## config.mk

```make
export PLATFORM = sky130hd
export DESIGN_NAME = msgpack_integer_decoder_unit
export DESIGN_NICKNAME = d
export VERILOG_FILES = /design/src/msgint_pkg.sv /design/src/msgpack_integer_decoder_unit.sv /design/src/msgint_step.sv /design/src/msgint_pkg_unused_guard.sv
export SDC_FILE = /design/constraint.sdc
export NUM_CORES = 1
export LEC_CHECK = 0
export BUFFER_PORTS_ARGS = -buffer_cell sky130_fd_sc_hd__buf_2
export CAP_MARGIN = 20
export CORE_ASPECT_RATIO = 0.7
export CORE_MARGIN = 10
export CORE_UTILIZATION = 50
export CTS_CLUSTER_SIZE = 16
export DETAILED_ROUTE_END_ITERATION = 8
export PLACE_DENSITY = 0.71
export RECOVER_POWER = 100
export SKIP_CTS_REPAIR_TIMING = 1
export SLEW_MARGIN = 20
export SYNTH_ARGS = -nofsm -noshare
export SYNTH_HDL_FRONTEND = slang
export SYNTH_SLANG_ARGS = --single-unit
```

## constraint.sdc

```tcl
create_clock -name clock -period 13.05 [get_ports clock]
set_clock_uncertainty 0.2 [all_clocks]
set_input_delay 2.61 -clock clock [delete_from_list [all_inputs] [get_ports clock]]
set_output_delay 2.61 -clock clock [all_outputs]
set_load 0.05 [all_outputs]
```

## src/msgint_pkg.sv

```systemverilog
package msgint_pkg;

   localparam int unsigned ValueBits = 64;
   localparam int unsigned ValueBytes = ValueBits / 8;

   // status codes
   localparam logic [1:0] STATUS_OK = 2'd0;
   localparam logic [1:0] STATUS_NOT_INT = 2'd1;
   localparam logic [1:0] STATUS_TOO_WIDE = 2'd2;

   // format bytes
   localparam logic [7:0] FMT_UINT8 = 8'hcc;
   localparam logic [7:0] FMT_UINT16 = 8'hcd;
   localparam logic [7:0] FMT_UINT32 = 8'hce;
   localparam logic [7:0] FMT_UINT64 = 8'hcf;
   localparam logic [7:0] FMT_INT8 = 8'hd0;
   localparam logic [7:0] FMT_INT16 = 8'hd1;
   localparam logic [7:0] FMT_INT32 = 8'hd2;
   localparam logic [7:0] FMT_INT64 = 8'hd3;
   localparam logic [7:0] POS_FIXINT_LIMIT = 8'd128;
   localparam logic [7:0] NEG_FIXINT_BASE = 8'd224;

   localparam logic [3:0] WIDTH_RESET = 4'd4;

   typedef struct packed {
      logic [3:0] bytes_left;
      logic [3:0] payload_len;
      logic signed_kind;
      logic [ValueBits-1:0] accumulator;
   } dec_state_type;

   typedef struct packed {
      logic valid;
      logic [ValueBits-1:0] value;
      logic is_signed_format;
      logic [1:0] status;
   } dec_result_type;

endpackage

```

## src/msgpack_integer_decoder_unit.sv

```systemverilog
// Channel   | Direction | Handshake        | Payload
// ----------+-----------+------------------+---------------------------------------
// req       | in        | req_valid/stall  | req_in_byte[7:0]
// rsp       | out       | rsp_valid/stall  | rsp_value[63:0], rsp_is_signed_format,
//           |           |                  | rsp_status[1:0]
// csr       | in        | csr_valid/ready  | csr_result_bytes[3:0]
//
// One byte per cycle sustained while the response is not stalled. A byte lands in the
// input register, then the step logic updates the decode state and fills the
// response register when the response slot is free or emptying. Payload bytes
// other than the last give no response. Synchronous reset sets the width to 4 and
// the decoder to expect a format byte. A stalled response holds the input
// register, which then stalls the request side; csr is always ready.
module msgpack_integer_decoder_unit
   import msgint_pkg::*;
(
   input logic clock,
   input logic reset,
   input logic req_valid,
   output logic req_stall,
   input logic [7:0] req_in_byte,
   output logic rsp_valid,
   input logic rsp_stall,
   output logic [ValueBits-1:0] rsp_value,
   output logic rsp_is_signed_format,
   output logic [1:0] rsp_status,
   input logic csr_valid,
   output logic csr_ready,
   input logic [3:0] csr_result_bytes
);

   logic in_valid_ff, in_valid_in;
   logic [7:0] in_byte_ff;
   logic [3:0] width_ff;
   dec_state_type state_ff;
   dec_state_type state_nxt;
   dec_result_type step_result;
   logic advance;
   logic req_take;

   // the input register moves on when the response slot is free or emptying
   assign advance = !rsp_valid || !rsp_stall;
   assign req_stall = in_valid_ff && !advance;
   assign req_take = req_valid && !req_stall;
   assign csr_ready = 1'b1;

   assign in_valid_in = req_take || (in_valid_ff && !advance);

   always_ff @(posedge clock) begin
      if (reset) begin
         in_valid_ff <= 1'b0;
      end else begin
         in_valid_ff <= in_valid_in;
      end
   end

   always_ff @(posedge clock) begin
      if (req_take) begin
         in_byte_ff <= req_in_byte;
      end
   end

   always_ff @(posedge clock) begin
      if (reset) begin
         width_ff <= WIDTH_RESET;
      end else if (csr_valid && csr_ready) begin
         width_ff <= csr_result_bytes;
      end
   end

   msgint_step u_step (
      .in_byte(in_byte_ff),
      .result_bytes(width_ff),
      .state_cur(state_ff),
      .state_nxt(state_nxt),
      .result(step_result)
   );

   // decode state only moves when a byte is consumed
   always_ff @(posedge clock) begin
      if (reset) begin
         state_ff <= '0;
      end else if (in_valid_ff && advance) begin
         state_ff <= state_nxt;
      end
   end

   msgint_out_reg u_out (
      .clock(clock),
      .reset(reset),
      .load(in_valid_ff && advance),
      .result(step_result),
      .rsp_stall(rsp_stall),
      .rsp_valid(rsp_valid),
      .rsp_value(rsp_value),
      .rsp_is_signed_format(rsp_is_signed_format),
      .rsp_status(rsp_status)
   );

endmodule

```

## src/msgint_step.sv

```systemverilog
module msgint_step
   import msgint_pkg::*;
(
   input logic [7:0] in_byte,
   input logic [3:0] result_bytes,
   input dec_state_type state_cur,
   output dec_state_type state_nxt,
   output dec_result_type result
);

   logic [3:0] width;
   logic [ValueBits-1:0] acc_shift;
   logic [ValueBits-1:0] src;
   logic [3:0] len;
   logic sgn;
   logic top_bit;
   logic fill;
   logic [ValueBits-1:0] extended;
   logic is_fmt;
   logic fmt_signed;
   logic [3:0] fmt_len;

   // clamp configured width to 1..8
   always_comb begin
      if (result_bytes == 4'd0) begin
         width = 4'd1;
      end else if (result_bytes > 4'd8) begin
         width = 4'd8;
      end else begin
         width = result_bytes;
      end
   end

   assign acc_shift = {state_cur.accumulator[ValueBits-9:0], in_byte};

   // format byte lookup
   always_comb begin
      is_fmt = 1'b1;
      fmt_signed = 1'b0;
      fmt_len = 4'd1;
      unique case (in_byte)
         FMT_UINT8: fmt_len = 4'd1;
         FMT_UINT16: fmt_len = 4'd2;
         FMT_UINT32: fmt_len = 4'd4;
         FMT_UINT64: fmt_len = 4'd8;
         FMT_INT8: begin
            fmt_len = 4'd1;
            fmt_signed = 1'b1;
         end
         FMT_INT16: begin
            fmt_len = 4'd2;
            fmt_signed = 1'b1;
         end
         FMT_INT32: begin
            fmt_len = 4'd4;
            fmt_signed = 1'b1;
         end
         FMT_INT64: begin
            fmt_len = 4'd8;
            fmt_signed = 1'b1;
         end
         default: is_fmt = 1'b0;
      endcase
   end

   // source for the extender: collected payload or the fixint itself
   always_comb begin
      if (state_cur.bytes_left != 4'd0) begin
         src = acc_shift;
         len = state_cur.payload_len;
         sgn = state_cur.signed_kind;
      end else begin
         src = {{(ValueBits-8){1'b0}}, in_byte};
         len = 4'd1;
         sgn = (in_byte >= NEG_FIXINT_BASE);
      end
   end

   always_comb begin
      unique case (len)
         4'd1: top_bit = src[7];
         4'd2: top_bit = src[15];
         4'd4: top_bit = src[31];
         default: top_bit = src[ValueBits-1];
      endcase
   end

   assign fill = sgn && top_bit;

   // per byte: payload below len, sign fill up to width, zero above
   always_comb begin
      for (int i = 0; i < ValueBytes; i++) begin
         if (4'(i) >= width) begin
            extended[8*i +: 8] = 8'h00;
         end else if (4'(i) < len) begin
            extended[8*i +: 8] = src[8*i +: 8];
         end else begin
            extended[8*i +: 8] = {8{fill}};
         end
      end
   end

   always_comb begin
      state_nxt = state_cur;
      result.valid = 1'b0;
      result.value = '0;
      result.is_signed_format = 1'b0;
      result.status = STATUS_OK;
      if (state_cur.bytes_left != 4'd0) begin
         state_nxt.accumulator = acc_shift;
         state_nxt.bytes_left = state_cur.bytes_left - 4'd1;
         if (state_cur.bytes_left == 4'd1) begin
            result.valid = 1'b1;
            result.value = extended;
            result.is_signed_format = state_cur.signed_kind;
         end
      end else if (in_byte < POS_FIXINT_LIMIT) begin
         result.valid = 1'b1;
         result.value = {{(ValueBits-8){1'b0}}, in_byte};
      end else if (in_byte >= NEG_FIXINT_BASE) begin
         result.valid = 1'b1;
         result.value = extended;
         result.is_signed_format = 1'b1;
      end else if (!is_fmt) begin
         result.valid = 1'b1;
         result.status = STATUS_NOT_INT;
      end else if (fmt_len > width) begin
         result.valid = 1'b1;
         result.status = STATUS_TOO_WIDE;
         result.is_signed_format = fmt_signed;
      end else begin
         state_nxt.bytes_left = fmt_len;
         state_nxt.payload_len = fmt_len;
         state_nxt.signed_kind = fmt_signed;
         state_nxt.accumulator = '0;
      end
   end

endmodule

```

## src/msgint_pkg_unused_guard.sv

```systemverilog
module msgint_out_reg
   import msgint_pkg::*;
(
   input logic clock,
   input logic reset,
   input logic load,
   input dec_result_type result,
   input logic rsp_stall,
   output logic rsp_valid,
   output logic [ValueBits-1:0] rsp_value,
   output logic rsp_is_signed_format,
   output logic [1:0] rsp_status
);

   logic valid_ff, valid_in;
   logic [ValueBits-1:0] value_ff;
   logic signed_ff;
   logic [1:0] status_ff;

   // load only happens when the slot is empty or being taken
   always_comb begin
      if (load) begin
         valid_in = result.valid;
      end else if (!rsp_stall) begin
         valid_in = 1'b0;
      end else begin
         valid_in = valid_ff;
      end
   end

   always_ff @(posedge clock) begin
      if (reset) begin
         valid_ff <= 1'b0;
      end else begin
         valid_ff <= valid_in;
      end
   end

   always_ff @(posedge clock) begin
      if (load && result.valid) begin
         value_ff <= result.value;
         signed_ff <= result.is_signed_format;
         status_ff <= result.status;
      end
   end

   assign rsp_valid = valid_ff;
   assign rsp_value = value_ff;
   assign rsp_is_signed_format = signed_ff;
   assign rsp_status = status_ff;

endmodule
```

==> parameters.txt, run 1 <==
Parameter                              Value

Global route
  Global-route wire length before repair ... 22500 um
  Maximum number of pins on one net before global-route repair ... 56
  Total GRT Usage ... 0.169
  Number of global-route vias before repair ... 4261
  Number of antenna violations at the first check in global routing ... 0
  Gr ovfl total ... 0

Synthesis
  Post-synth ARST share ... 0
  Leading cell type by number of instances after synthesis ... sky130_fd_sc_hd__nand2_1
  Synth cell count leaders ... 90 x sky130_fd_sc_hd__nand2_1, 75 x sky130_fd_sc_hd__edfxtp_1, 71 x sky130_fd_sc_hd__a21oi_1, 71 x sky130_fd_sc_hd__dfxtp_1, 55 x sky130_fd_sc_hd__a22o_1
  Largest area contributor in the synthesized netlist ... sky130_fd_sc_hd__edfxtp_1
  #FFs+latches synth ... 146
  Netlist Area Pre-Place ... 0.00586 sq mm
  Seq/Total Area, Yosys ... 0.627
  Average instance area after synthesis ... 11.1 sq um
  Number of flops mapped to enable cells by yosys ... 75
  Count of yosys warnings during synthesis ... 0
  Leading cell types by total area after synthesis ... sky130_fd_sc_hd__edfxtp_1 38%, sky130_fd_sc_hd__dfxtp_1 24%, sky130_fd_sc_hd__a22o_1 8.2%, sky130_fd_sc_hd__a21oi_1 6.1%, sky130_fd_sc_hd__nand2_1 5.8%
  Area share of the largest cell type after synthesis ... 0.384
  Leading register cell type out of synthesis ... sky130_fd_sc_hd__edfxtp_1
  Synthesized instance count ... 529
  Number of nets produced by synthesis ... 552
  Yosys cell types ... 53

Setup path
  Launch point of the critical path ... rsp_stall
  Arrival time at the worst endpoint ... 3.43 ns
  Series of cell instances along the critical path ... clkbuf_1 -> and3_1 -> clkbuf_1
  Family of cells with the greatest summed delay on the critical path ... buffers and inverters
  Largest incremental delay on the critical path ... 0.48 ns
  Cell with the largest stage delay on the worst path ... sky130_fd_sc_hd__clkbuf_1
  Worst reg2reg startpoint ... in_byte_ff[2]
  Worst setup SP type ... input port
  Maximum fanout encountered on the critical timing path ... 3
  Minimum setup slack among reg-to-reg paths ... 7.83 ns
  Critical path capture point type ... primary output
  Sum of buffers and inverters on the critical path ... 2
  Critical path's most frequent cell ... sky130_fd_sc_hd__clkbuf_1
  Type of the setup path with the least slack ... in2out
  Critical path required time ... 10.24 ns

Detailed routing
  Number of violations reported at the end of detailed-routing iteration 0 ... 465
  Routed length per placed instance ... 18.4 um
  DRC Markers ... 0
  Detailed-route vias per instance ... 5.81
  Drt pass-1 iters ... 5
  Routed Wire Length ... 14400 um
  Antenna Violating Nets Remaining ... 0
  Detailed-route via count ... 4536

STA
  Tcrit/Tclk final ... 0.478
  Final Hold Vio Count ... 0
  Worst Max-Slew Pin Slew ... 2.43 ns
  WHS ... 0.276 ns
  Final-layout setup total negative slack ... 0 ns
  Number of setup violations in the final report ... 0
  Min cycle time layout ... 6.24 ns
  Top achievable clock speed ... 160 MHz
  RSZ-0062 raised after global routing ... no
  Number of max-slew violations in the final report ... 97
  Normalized max-slew margin ... -0.617

Power and ir drop
  Switching component of the power ... 0.000272 W
  Leakage power of the design ... 2.32 nW
  Pwr Density ... 156 mW/mm^2
  Fraction of power consumed by the clock network ... 0.453
  Gate power share ... 0.079
  Peak supply drop ... 0.0900 mV
  Share of total power in sequential cells ... 0.469
  Switching share of total power ... 0.252
  Internal cell power ... 0.000806 W

Die
  Initial cell density of the core ... 0.521
  Die Footprint ... 0.0165 sq mm
  Die Height ... 111 um
  Die Wd ... 149 um
  IO Pins ... 87
  Core region area ... 0.0113 sq mm
  Number of placement rows ... 32

Place
  Number of buffers added on ports ... 85
  Weighted congestion at the end of routability-driven global placement ... 0.816
  DPL Wire Length ... 9590 um

Hold path
  Worst hold path class ... reg2reg
  Worst min-delay path startpoint ... state_ff[50]

Clock tree
  Clock-pin slew of the registers on the worst-case setup and hold paths ... 0.06 ns
  CTS Sinks ... 146
  TritonCTS clock tree ... built
  Number of buffers on the longest clock path ... 2
  Clock insertion delay at the later pin of the skew report ... 0.42 ns
  Number of buffers created by CTS ... 17
  CTS H-tree lvls ... 4
  Master cell of the clock root buffer ... sky130_fd_sc_hd__clkbuf_16

Finish
  Fraction of layout instances using a drive strength above 1 ... 0.0844
  Number of diodes ... 0
  # nets final ... 638
  Area grow syn2layout ... 18.1%

Outcome
  Result of the run ... complete, but fails checks
  Violated checks ... max-capacitance violations, max-slew violations

Run
  Max-cap check violation count ... 2
## stage by stage
stage / util / cell area [sq um] / worst slack, ns / power [W] / instances
2_1_floorplan: - / 5860 / 4.80 / 0.000582 / 529
3_5_place_dp: 0.572 / 6430 / 7.06 / 0.000603 / 749
5_1_grt: 0.615 / 6920 / 6.75 / 0.00111 / 781
3_3_place_gp: 0.572 / 6430 / 7.09 / 0.000601 / 749
4_1_cts: 0.626 / 7040 / 7.06 / 0.00109 / 781
6_report: 0.615 / 6920 / 6.81 / 0.00108 / 781
## power by group through the flow
| stage | clock [W] | sequential, W | combinational, W |
|---|---|---|---|
| 2_1_floorplan | 0 | 0.000555 | 0.0000264 |
| 3_3_place_gp | 0 | 0.000513 | 0.0000879 |
| 3_5_place_dp | 0 | 0.000514 | 0.0000891 |
| 4_1_cts | 0.000496 | 0.000504 | 0.0000896 |
| 5_1_grt | 0.000515 | 0.000507 | 0.0000906 |
| 6_report | 0.000488 | 0.000505 | 0.0000848 |
## final timing paths
kind                         end  cells after the start
max                    req_stall                      3
max reg2reg  u_out.rsp_value[26]                     10
min reg2reg         state_ff[50]                      1
min                 state_ff[50]                      1
## kinds of logic after synthesis
family | synth area share
muxes | 0.00512
DFF | 0.627
and+or+nand+nor | 0.130
buffers and inverters | 0.0222
xor gates and xnor gates | 0.00149
adders and majority gates | 0.0128
AOI/OAI and AO/OA | 0.201
other | 0.000640
## state kept, by name (all words and copies together) (netlist names)
name / count
state_ff: 65
in_byte_ff: 8
u_out.rsp_valid: 1
u_out.rsp_status: 2
width_ff: 4
in_valid_ff: 1
u_out.rsp_value: 64
u_out.rsp_is_signed_format: 1
## layout by cell type, fill, tap and decap left out, drive strengths merged, types with 5 or more instances in the layout
master	n
clkbuf	94
nor3	9
o21ai	18
buf	15
and3	5
dfxtp	71
ha	6
clkinv	5
inv	11
o21a	6
nor2	31
a21oi	71
nand2	90
edfxtp	75
a22o	55
## area by class of cell
| cell class | count | area [sq um] |
|---|---|---|
| fill | 957 | 4330 |
| sequential | 146 | 3670 |
| multi-input combinational | 353 | 2070 |
| clock buffer | 19 | 453 |
| timing repair buffer | 90 | 359 |
| tap | 153 | 191 |
| clock inverter | 13 | 151 |
| inverter | 7 | 26.3 |
## layer usage
metal / wire length [um] / share of wire / global-route usage / vias up
li1: - / - / - / 2144
met1: 6610 / 0.46 / 0.235 / 2163
met2: 6230 / 0.43 / 0.240 / 210
met3: 1350 / 0.094 / 0.0643 / 19
met4: 187 / 0.013 / 0.0480 / 0
met5: 0 / 0 / 0 / -
(Power assumes the default switching activity.)
==> inputs of run 2 (changes only) <==
PLACE_DENSITY = 0.74   (was 0.71)
clock period = 5.1 ns   (was 13.05 ns; I/O delays follow)
==> run 2 against run 1 <==
Effect of this change: final cell count is the same; largest cell class unchanged; the run now ends clean; largest power group unchanged; total power grew to 2.5 times the previous value; core utilization shrank 0.16 points; wire length grew 1.1%; worst setup slack lost 5.8 ns; cell area shrank 0.25%; die area is the same; critical path depth grew 7.
==> parameters.txt, run 2 (same netlist as run 1, synthesis figures left out) <==
Parameter                              Value

Detailed routing
  DRC Markers ... 0 (unchanged)
  Routed length per placed instance ... 18.6 um (+1.1%)
  Routed Wire Length ... 14500 um (+1.1%)
  Drt pass-1 iters ... 5 (unchanged)
  Detailed-route vias per instance ... 5.83 (+0.35%)
  Number of violations reported at the end of detailed-routing iteration 0 ... 411 (-12%)
  Antenna Violating Nets Remaining ... 0 (unchanged)
  Detailed-route via count ... 4552 (+0.35%)

Die
  Core region area ... 0.0113 sq mm (unchanged)
  IO Pins ... 87 (unchanged)
  Die Wd ... 149 um (unchanged)
  Die Height ... 111 um (unchanged)
  Initial cell density of the core ... 0.521 (unchanged)
  Die Footprint ... 0.0165 sq mm (unchanged)
  Number of placement rows ... 32 (unchanged)

STA
  Tcrit/Tclk final ... 0.798
  Worst Max-Slew Pin Slew ... 1.12 ns (-1.31 ns)
  Number of setup violations in the final report ... 0 (unchanged)
  Top achievable clock speed ... 246 MHz
  Min cycle time layout ... 4.07 ns
  Final Hold Vio Count ... 0 (unchanged)
  Final-layout setup total negative slack ... 0 ns (unchanged)
  Normalized max-slew margin ... 0.253 (+0.870)
  RSZ-0062 raised after global routing ... no
  Number of max-slew violations in the final report ... 0 (-100%)

Finish
  Most common cell after layout, fill and taps aside ... sky130_fd_sc_hd__nand2_1
  Area grow syn2layout ... 17.8%
  Final cell area excluding filler cells ... 0.00690 sq mm (-0.25%)
  Largest Register ... state_ff
  Flip-flop count of the largest register after layout ... 65 (unchanged)
  Finished Core Util ... 0.614 (-0.00156)
  Commonest cells after routing, fill and taps aside ... 90 x sky130_fd_sc_hd__nand2_1, 75 x sky130_fd_sc_hd__edfxtp_1, 73 x sky130_fd_sc_hd__clkbuf_1
  # nets final ... 638 (unchanged)
  Number of diodes ... 0 (unchanged)
  Fraction of layout instances using a drive strength above 1 ... 0.0892 (+0.00478)

Setup path
  Series of cell instances along the critical path ... or3b_1 -> a21o_1 -> nor2_1 -> ha_1 -> nor2b_1 -> o21ai_0 -> a32o_1 -> a211oi_4 -> clkbuf_2 -> a22o_1
  Critical path required time ... 5.21 ns (-5.03 ns)
  Critical path capture point type ... flop
  Minimum setup slack among reg-to-reg paths ... 1.03 ns (-6.80 ns)
  Cell with the largest stage delay on the worst path ... sky130_fd_sc_hd__clkbuf_2
  Arrival time at the worst endpoint ... 4.18 ns (+0.75 ns)
  Worst setup SP type ... flop
  Maximum fanout encountered on the critical timing path ... 55 (+52)
  Largest incremental delay on the critical path ... 0.65 ns (+0.17 ns)
  Type of the setup path with the least slack ... reg2reg

Clock tree
  Number of buffers created by CTS ... 17 (unchanged)
  Clock-pin slew of the registers on the worst-case setup and hold paths ... 0.06 ns (about the same)
  TritonCTS clock tree ... built
  Number of buffers on the longest clock path ... 2 (unchanged)
  Master cell of the clock root buffer ... sky130_fd_sc_hd__clkbuf_16
  CTS Sinks ... 146 (unchanged)
  Clock insertion delay at the later pin of the skew report ... 0.42 ns (about the same)
  CTS H-tree lvls ... 4 (unchanged)

Power and ir drop
  Pwr Density ... 393 mW/mm^2 (+150%)
  Peak supply drop ... 0.243 mV (+170%)
  Leakage power of the design ... 2.31 nW (-0.31%)
  Power Total ... 0.00271 W (+150%)

Place
  Weighted congestion at the end of routability-driven global placement ... 0.894 (+9.6%)
  Area of placed instances ... 0.00644 sq mm (about the same)
  DPL Wire Length ... 9840 um (+2.6%)
  Number of buffers added on ports ... 85 (unchanged)

Global route
  Gr ovfl total ... 0 (unchanged)
  Global-route wire length before repair ... 22900 um (+2.2%)
  Number of global-route vias before repair ... 4290 (+0.68%)
  Maximum number of pins on one net before global-route repair ... 56 (unchanged)
  Total GRT Usage ... 0.172 (+0.00264)
  Number of antenna violations at the first check in global routing ... 0 (unchanged)

Hold path
  Worst hold path class ... reg2reg

Outcome
  Result of the run ... complete, no violations

Run
  Max-cap check violation count ... 0 (-2)
[run 2: changes by cell type in the layout (fill, tap and decap cells not counted), moves of 2 or more]
cell	before	now
sky130_fd_sc_hd__clkbuf_1	75	73
sky130_fd_sc_hd__clkbuf_2	0	2
sky130_fd_sc_hd__clkbuf_8	2	0
sky130_fd_sc_hd__inv_8	2	4
[run 2: where the power goes]
group,switching (W),leakage (nW),total (W),internal [W]
clock network,0.000513,0.275,0.00120,0.000688
registers,0.0000195,1.24,0.00129,0.00127
logic,0.000184,0.789,0.000219,0.0000356
total,0.000716,2.31,0.00271,0.00199
[run 2: path summary, 6_finish.rpt]
check | from | endpoint | depth (start not counted)
max reg2reg | in_byte_ff[2] | state_ff[35] | 10
max | in_byte_ff[2] | state_ff[35] | 10
min reg2reg | state_ff[49] | state_ff[49] | 1
min | state_ff[49] | state_ff[49] | 1
[run 2: area by class of cell]
| class | count | area, sq um |
|---|---|---|
| Fill cell | 941 | 4350 |
| Sequential cell | 146 | 3670 |
| Multi-Input combinational cell | 353 | 2070 |
| Clock buffer | 18 | 429 |
| Timing Repair Buffer | 90 | 365 |
| Tap cell | 153 | 191 |
| Clock inverter | 14 | 146 |
| Inverter | 7 | 26.3 |
[run 2: critical path, delay by kind of cell (launching register included)]
family	cells	cell delay, ns
AOI/OAI and AO/OA	5	1.58
buffers and inverters	1	0.65
adders and majority gates	1	0.28
and+or+nand+nor	3	0.77
DFF	1	0.43
[run 2: per-stage QoR]
step                      std cells  setup WS [ns]  hold WS (ns)
final                           781           1.03         0.278
after global routing            781          0.737         0.305
after CTS                       781           1.31         0.281
after detailed placement        749           1.35         0.259
after global placement          749           1.46         0.257
after floorplan                 529          0.623         0.242
[run 2: routing by layer]
metal | routed length (um) | track usage | share of wire
met1 | 6760 | 0.241 | 0.47
met2 | 6340 | 0.246 | 0.44
met3 | 1330 | 0.0603 | 0.092
met4 | 104 | 0.0461 | 0.0071
met5 | 0 | 0 | 0
==> inputs of run 3 (changes only) <==
clock period = 3.3 ns   (was 5.1 ns; I/O delays follow)
==> run 3 against run 2 <==
Effect of this change: fmax rose by 31%; via count is 0.29% lower; total power up 57%; sequential share of layout area decreased by 1.6 points; wire length up 0.78%; first-iteration DRC count is 3.4% higher; combinational power is 69% higher; flip-flop and latch count unchanged; worst hold slack got worse by 0.059 ns; clock-buffer cell count unchanged; cell area rose by 3.1%; critical path type unchanged; critical endpoint is now u_out.rsp_value[6].
==> parameters.txt, run 3 (same netlist as run 1, synthesis figures left out) <==
Parameter                              Value

Outcome
  Result of the run ... complete, no violations

Setup path
  Critical path capture point type ... flop
  Number of cells on the critical path ... 11 (+1)
  Cell with the largest stage delay on the worst path ... sky130_fd_sc_hd__edfxtp_1
  Maximum fanout encountered on the critical timing path ... 20 (-64%)
  Worst setup SP type ... flop
  Critical path required time ... 3.21 ns (-2.00 ns)
  Worst r2r path cells ... 11 (+1)
  Series of cell instances along the critical path ... or3b_4 -> a21o_1 -> nor2_4 -> ha_1 -> nor2b_1 -> o21ai_1 -> a32o_2 -> and3_4 -> nor3_4 -> buf_12 -> buf_6
  Largest incremental delay on the critical path ... 0.44 ns (-0.21 ns)
  Type of the setup path with the least slack ... reg2reg
  RR Endpoint ... u_out.rsp_value[6]
  Minimum setup slack among reg-to-reg paths ... 0.18 ns (-0.85 ns)
  Sum of buffers and inverters on the critical path ... 2 (+1)
  Arrival time at the worst endpoint ... 3.03 ns (-1.15 ns)
  Family of cells with the greatest summed delay on the critical path ... simple AND/OR/NAND/NOR gates
  Worst reg2reg startpoint ... in_byte_ff[3]

Finish
  Largest Register ... state_ff
  # nets final ... 649 (+1.7%)
  Filler cell count ... 935 (-0.64%)
  Final cell area excluding filler cells ... 0.00712 sq mm (+3.1%)
  Flip-flop count of the largest register after layout ... 65 (unchanged)
  Fraction of layout instances using a drive strength above 1 ... 0.121 (+0.0313)
  Commonest cells after routing, fill and taps aside ... 90 x sky130_fd_sc_hd__nand2_1, 75 x sky130_fd_sc_hd__edfxtp_1, 71 x sky130_fd_sc_hd__clkbuf_1, 71 x sky130_fd_sc_hd__dfxtp_1, 70 x sky130_fd_sc_hd__a21oi_1
  Multi-input gate area in the final layout ... 0.00213 sq mm (+2.8%)
  Most common cell after layout, fill and taps aside ... sky130_fd_sc_hd__nand2_1
  Number of diodes ... 0 (unchanged)
  Area used by sequential logic in the layout ... 0.00367 sq mm (unchanged)
  Area grow syn2layout ... 21.4%

Hold path
  Worst hold path class ... in2reg
  Worst min-delay path startpoint ... req_in_byte[0]
  Capture endpoint of the worst hold path ... in_byte_ff[0]
  Cells on Worst Hold Path ... 1 (unchanged)

Global route
  Number of global-route vias before repair ... 4239 (-1.2%)
  Number of antenna violations at the first check in global routing ... 0 (unchanged)
  Gr ovfl total ... 0 (unchanged)
  Maximum number of pins on one net before global-route repair ... 56 (unchanged)
  Total GRT Usage ... 0.172 (+0.000251)
  Global-route wire length before repair ... 23000 um (+0.42%)

Power and ir drop
  Switching share of total power ... 0.254 (-0.0100)
  Gate power share ... 0.087 (+0.006)
  Peak supply drop ... 0.342 mV (+40%)
  Share of total power in sequential cells ... 0.470 (-0.006)
  Internal cell power ... 0.00316 W (+59%)
  Fraction of power consumed by the clock network ... 0.443 (about the same)
  Power Total ... 0.00424 W (+57%)
  Switching component of the power ... 0.00108 W (+51%)
  Pwr Density ... 596 mW/mm^2 (+52%)
  Leakage power of the design ... 2.40 nW (+4.0%)

STA
  Tcrit/Tclk final ... 0.945 (+0.147)
  Number of max-slew violations in the final report ... 0 (unchanged)
  Worst Max-Slew Pin Slew ... 0.979 ns (-0.141 ns)
  Number of setup violations in the final report ... 0 (unchanged)
  Min cycle time layout ... 3.12 ns (-0.951 ns)
  RSZ-0062 raised after global routing ... no
  Final Hold Vio Count ... 0 (unchanged)
  Final-layout setup total negative slack ... 0 ns (unchanged)
  Normalized max-slew margin ... 0.347 (+0.0943)
  Top achievable clock speed ... 321 MHz (+31%)

Detailed routing
  Drt pass-1 iters ... 5 (unchanged)
  Detailed-route vias per instance ... 5.73 (-1.7%)
  Detailed-route via count ... 4539 (-0.29%)
  DRC Markers ... 0 (unchanged)
  Antenna Violating Nets Remaining ... 0 (unchanged)
  Routed Wire Length ... 14700 um (+0.78%)
  Routed length per placed instance ... 18.5 um (-0.62%)
  Number of violations reported at the end of detailed-routing iteration 0 ... 425 (+3.4%)

Clock tree
  TritonCTS clock tree ... built
  CTS H-tree lvls ... 4 (unchanged)
  Master cell of the clock root buffer ... sky130_fd_sc_hd__clkbuf_16
  Number of buffers on the longest clock path ... 2 (unchanged)
  Clock insertion delay at the later pin of the skew report ... 0.42 ns (about the same)
  CTS Sinks ... 146 (unchanged)
  Clock-pin slew of the registers on the worst-case setup and hold paths ... 0.06 ns (about the same)
  Number of buffers created by CTS ... 17 (unchanged)

Place
  Area of placed instances ... 0.00659 sq mm (+2.3%)
  DPL Wire Length ... 9970 um (+1.3%)
  Weighted congestion at the end of routability-driven global placement ... 0.894 (about the same)
  Number of buffers added on ports ... 85 (unchanged)

Die
  Core region area ... 0.0113 sq mm (unchanged)
  Number of placement rows ... 32 (unchanged)
  Initial cell density of the core ... 0.521 (unchanged)
  Die Height ... 111 um (unchanged)
  IO Pins ... 87 (unchanged)
  Die Wd ... 149 um (unchanged)
  Die Footprint ... 0.0165 sq mm (unchanged)

Run
  Max-cap check violation count ... 0 (unchanged)
==> run 3: changes by cell type in the layout (fill, tap and decap cells not counted), moves of 2 or more <==
cell and delta:
sky130_fd_sc_hd__buf_12 +4, sky130_fd_sc_hd__buf_4 +9, sky130_fd_sc_hd__clkbuf_1 -2, sky130_fd_sc_hd__clkbuf_2 -2, sky130_fd_sc_hd__clkinv_1 +2, sky130_fd_sc_hd__inv_8 -2, sky130_fd_sc_hd__nor2_1 -2, sky130_fd_sc_hd__nor2_4 +2
sky130_fd_sc_hd__o21ai_0 -2, sky130_fd_sc_hd__o21ai_1 +2
==> run 3: power groups by stage <==
stage                     Clock [W]  Sequential (W)  Combinational (W)
final                       0.00188         0.00199           0.000370
after global routing        0.00198         0.00200           0.000395
after CTS                   0.00190         0.00199           0.000379
after detailed placement          0         0.00203           0.000378
after global placement            0         0.00203           0.000373
after floorplan                   0         0.00219           0.000111
==> run 3: through the flow <==
| stage | setup slack [ns] | instances | utilization | hold WS [ns] |
|---|---|---|---|---|
| after global routing | 0.0262 | 792 | 0.632 | 0.202 |
| after floorplan | -0.972 | 529 | - | 0.242 |
| final | 0.182 | 792 | 0.632 | 0.219 |
| after CTS | 0.148 | 790 | 0.637 | 0.213 |
| after global placement | 0.250 | 758 | 0.586 | 0.257 |
| after detailed placement | 0.194 | 758 | 0.586 | 0.255 |
==> run 3: worst max path at each step <==
stage | start | end | slack [ns]
final | in_byte_ff[3] | u_out.rsp_value[6] | 0.18
after global routing | in_byte_ff[3] | u_out.rsp_is_signed_format | 0.03
after CTS | in_byte_ff[3] | u_out.rsp_value[25] | 0.15
after detailed placement | in_byte_ff[3] | u_out.rsp_value[37] | 0.19
after global placement | in_byte_ff[3] | u_out.rsp_value[36] | 0.25
after floorplan | in_byte_ff[3] | u_out.rsp_is_signed_format | -0.97
==> run 3: per-layer routing <==
metal  vias up  GRT usage  wire, um
li1       2165          -         -
met1      2155      0.252      7060
met2       209      0.239      6160
met3        10     0.0537      1320
met4         0     0.0474       119
met5         -          0         0
==> run 3: final cells by class <==
type                            count  area share
Clock buffer                       18      0.0603
Clock inverter                     14      0.0216
Inverter                            7     0.00369
Multi-Input combinational cell    353       0.299
Sequential cell                   146       0.516
Tap cell                          153      0.0269
Timing Repair Buffer              101      0.0719
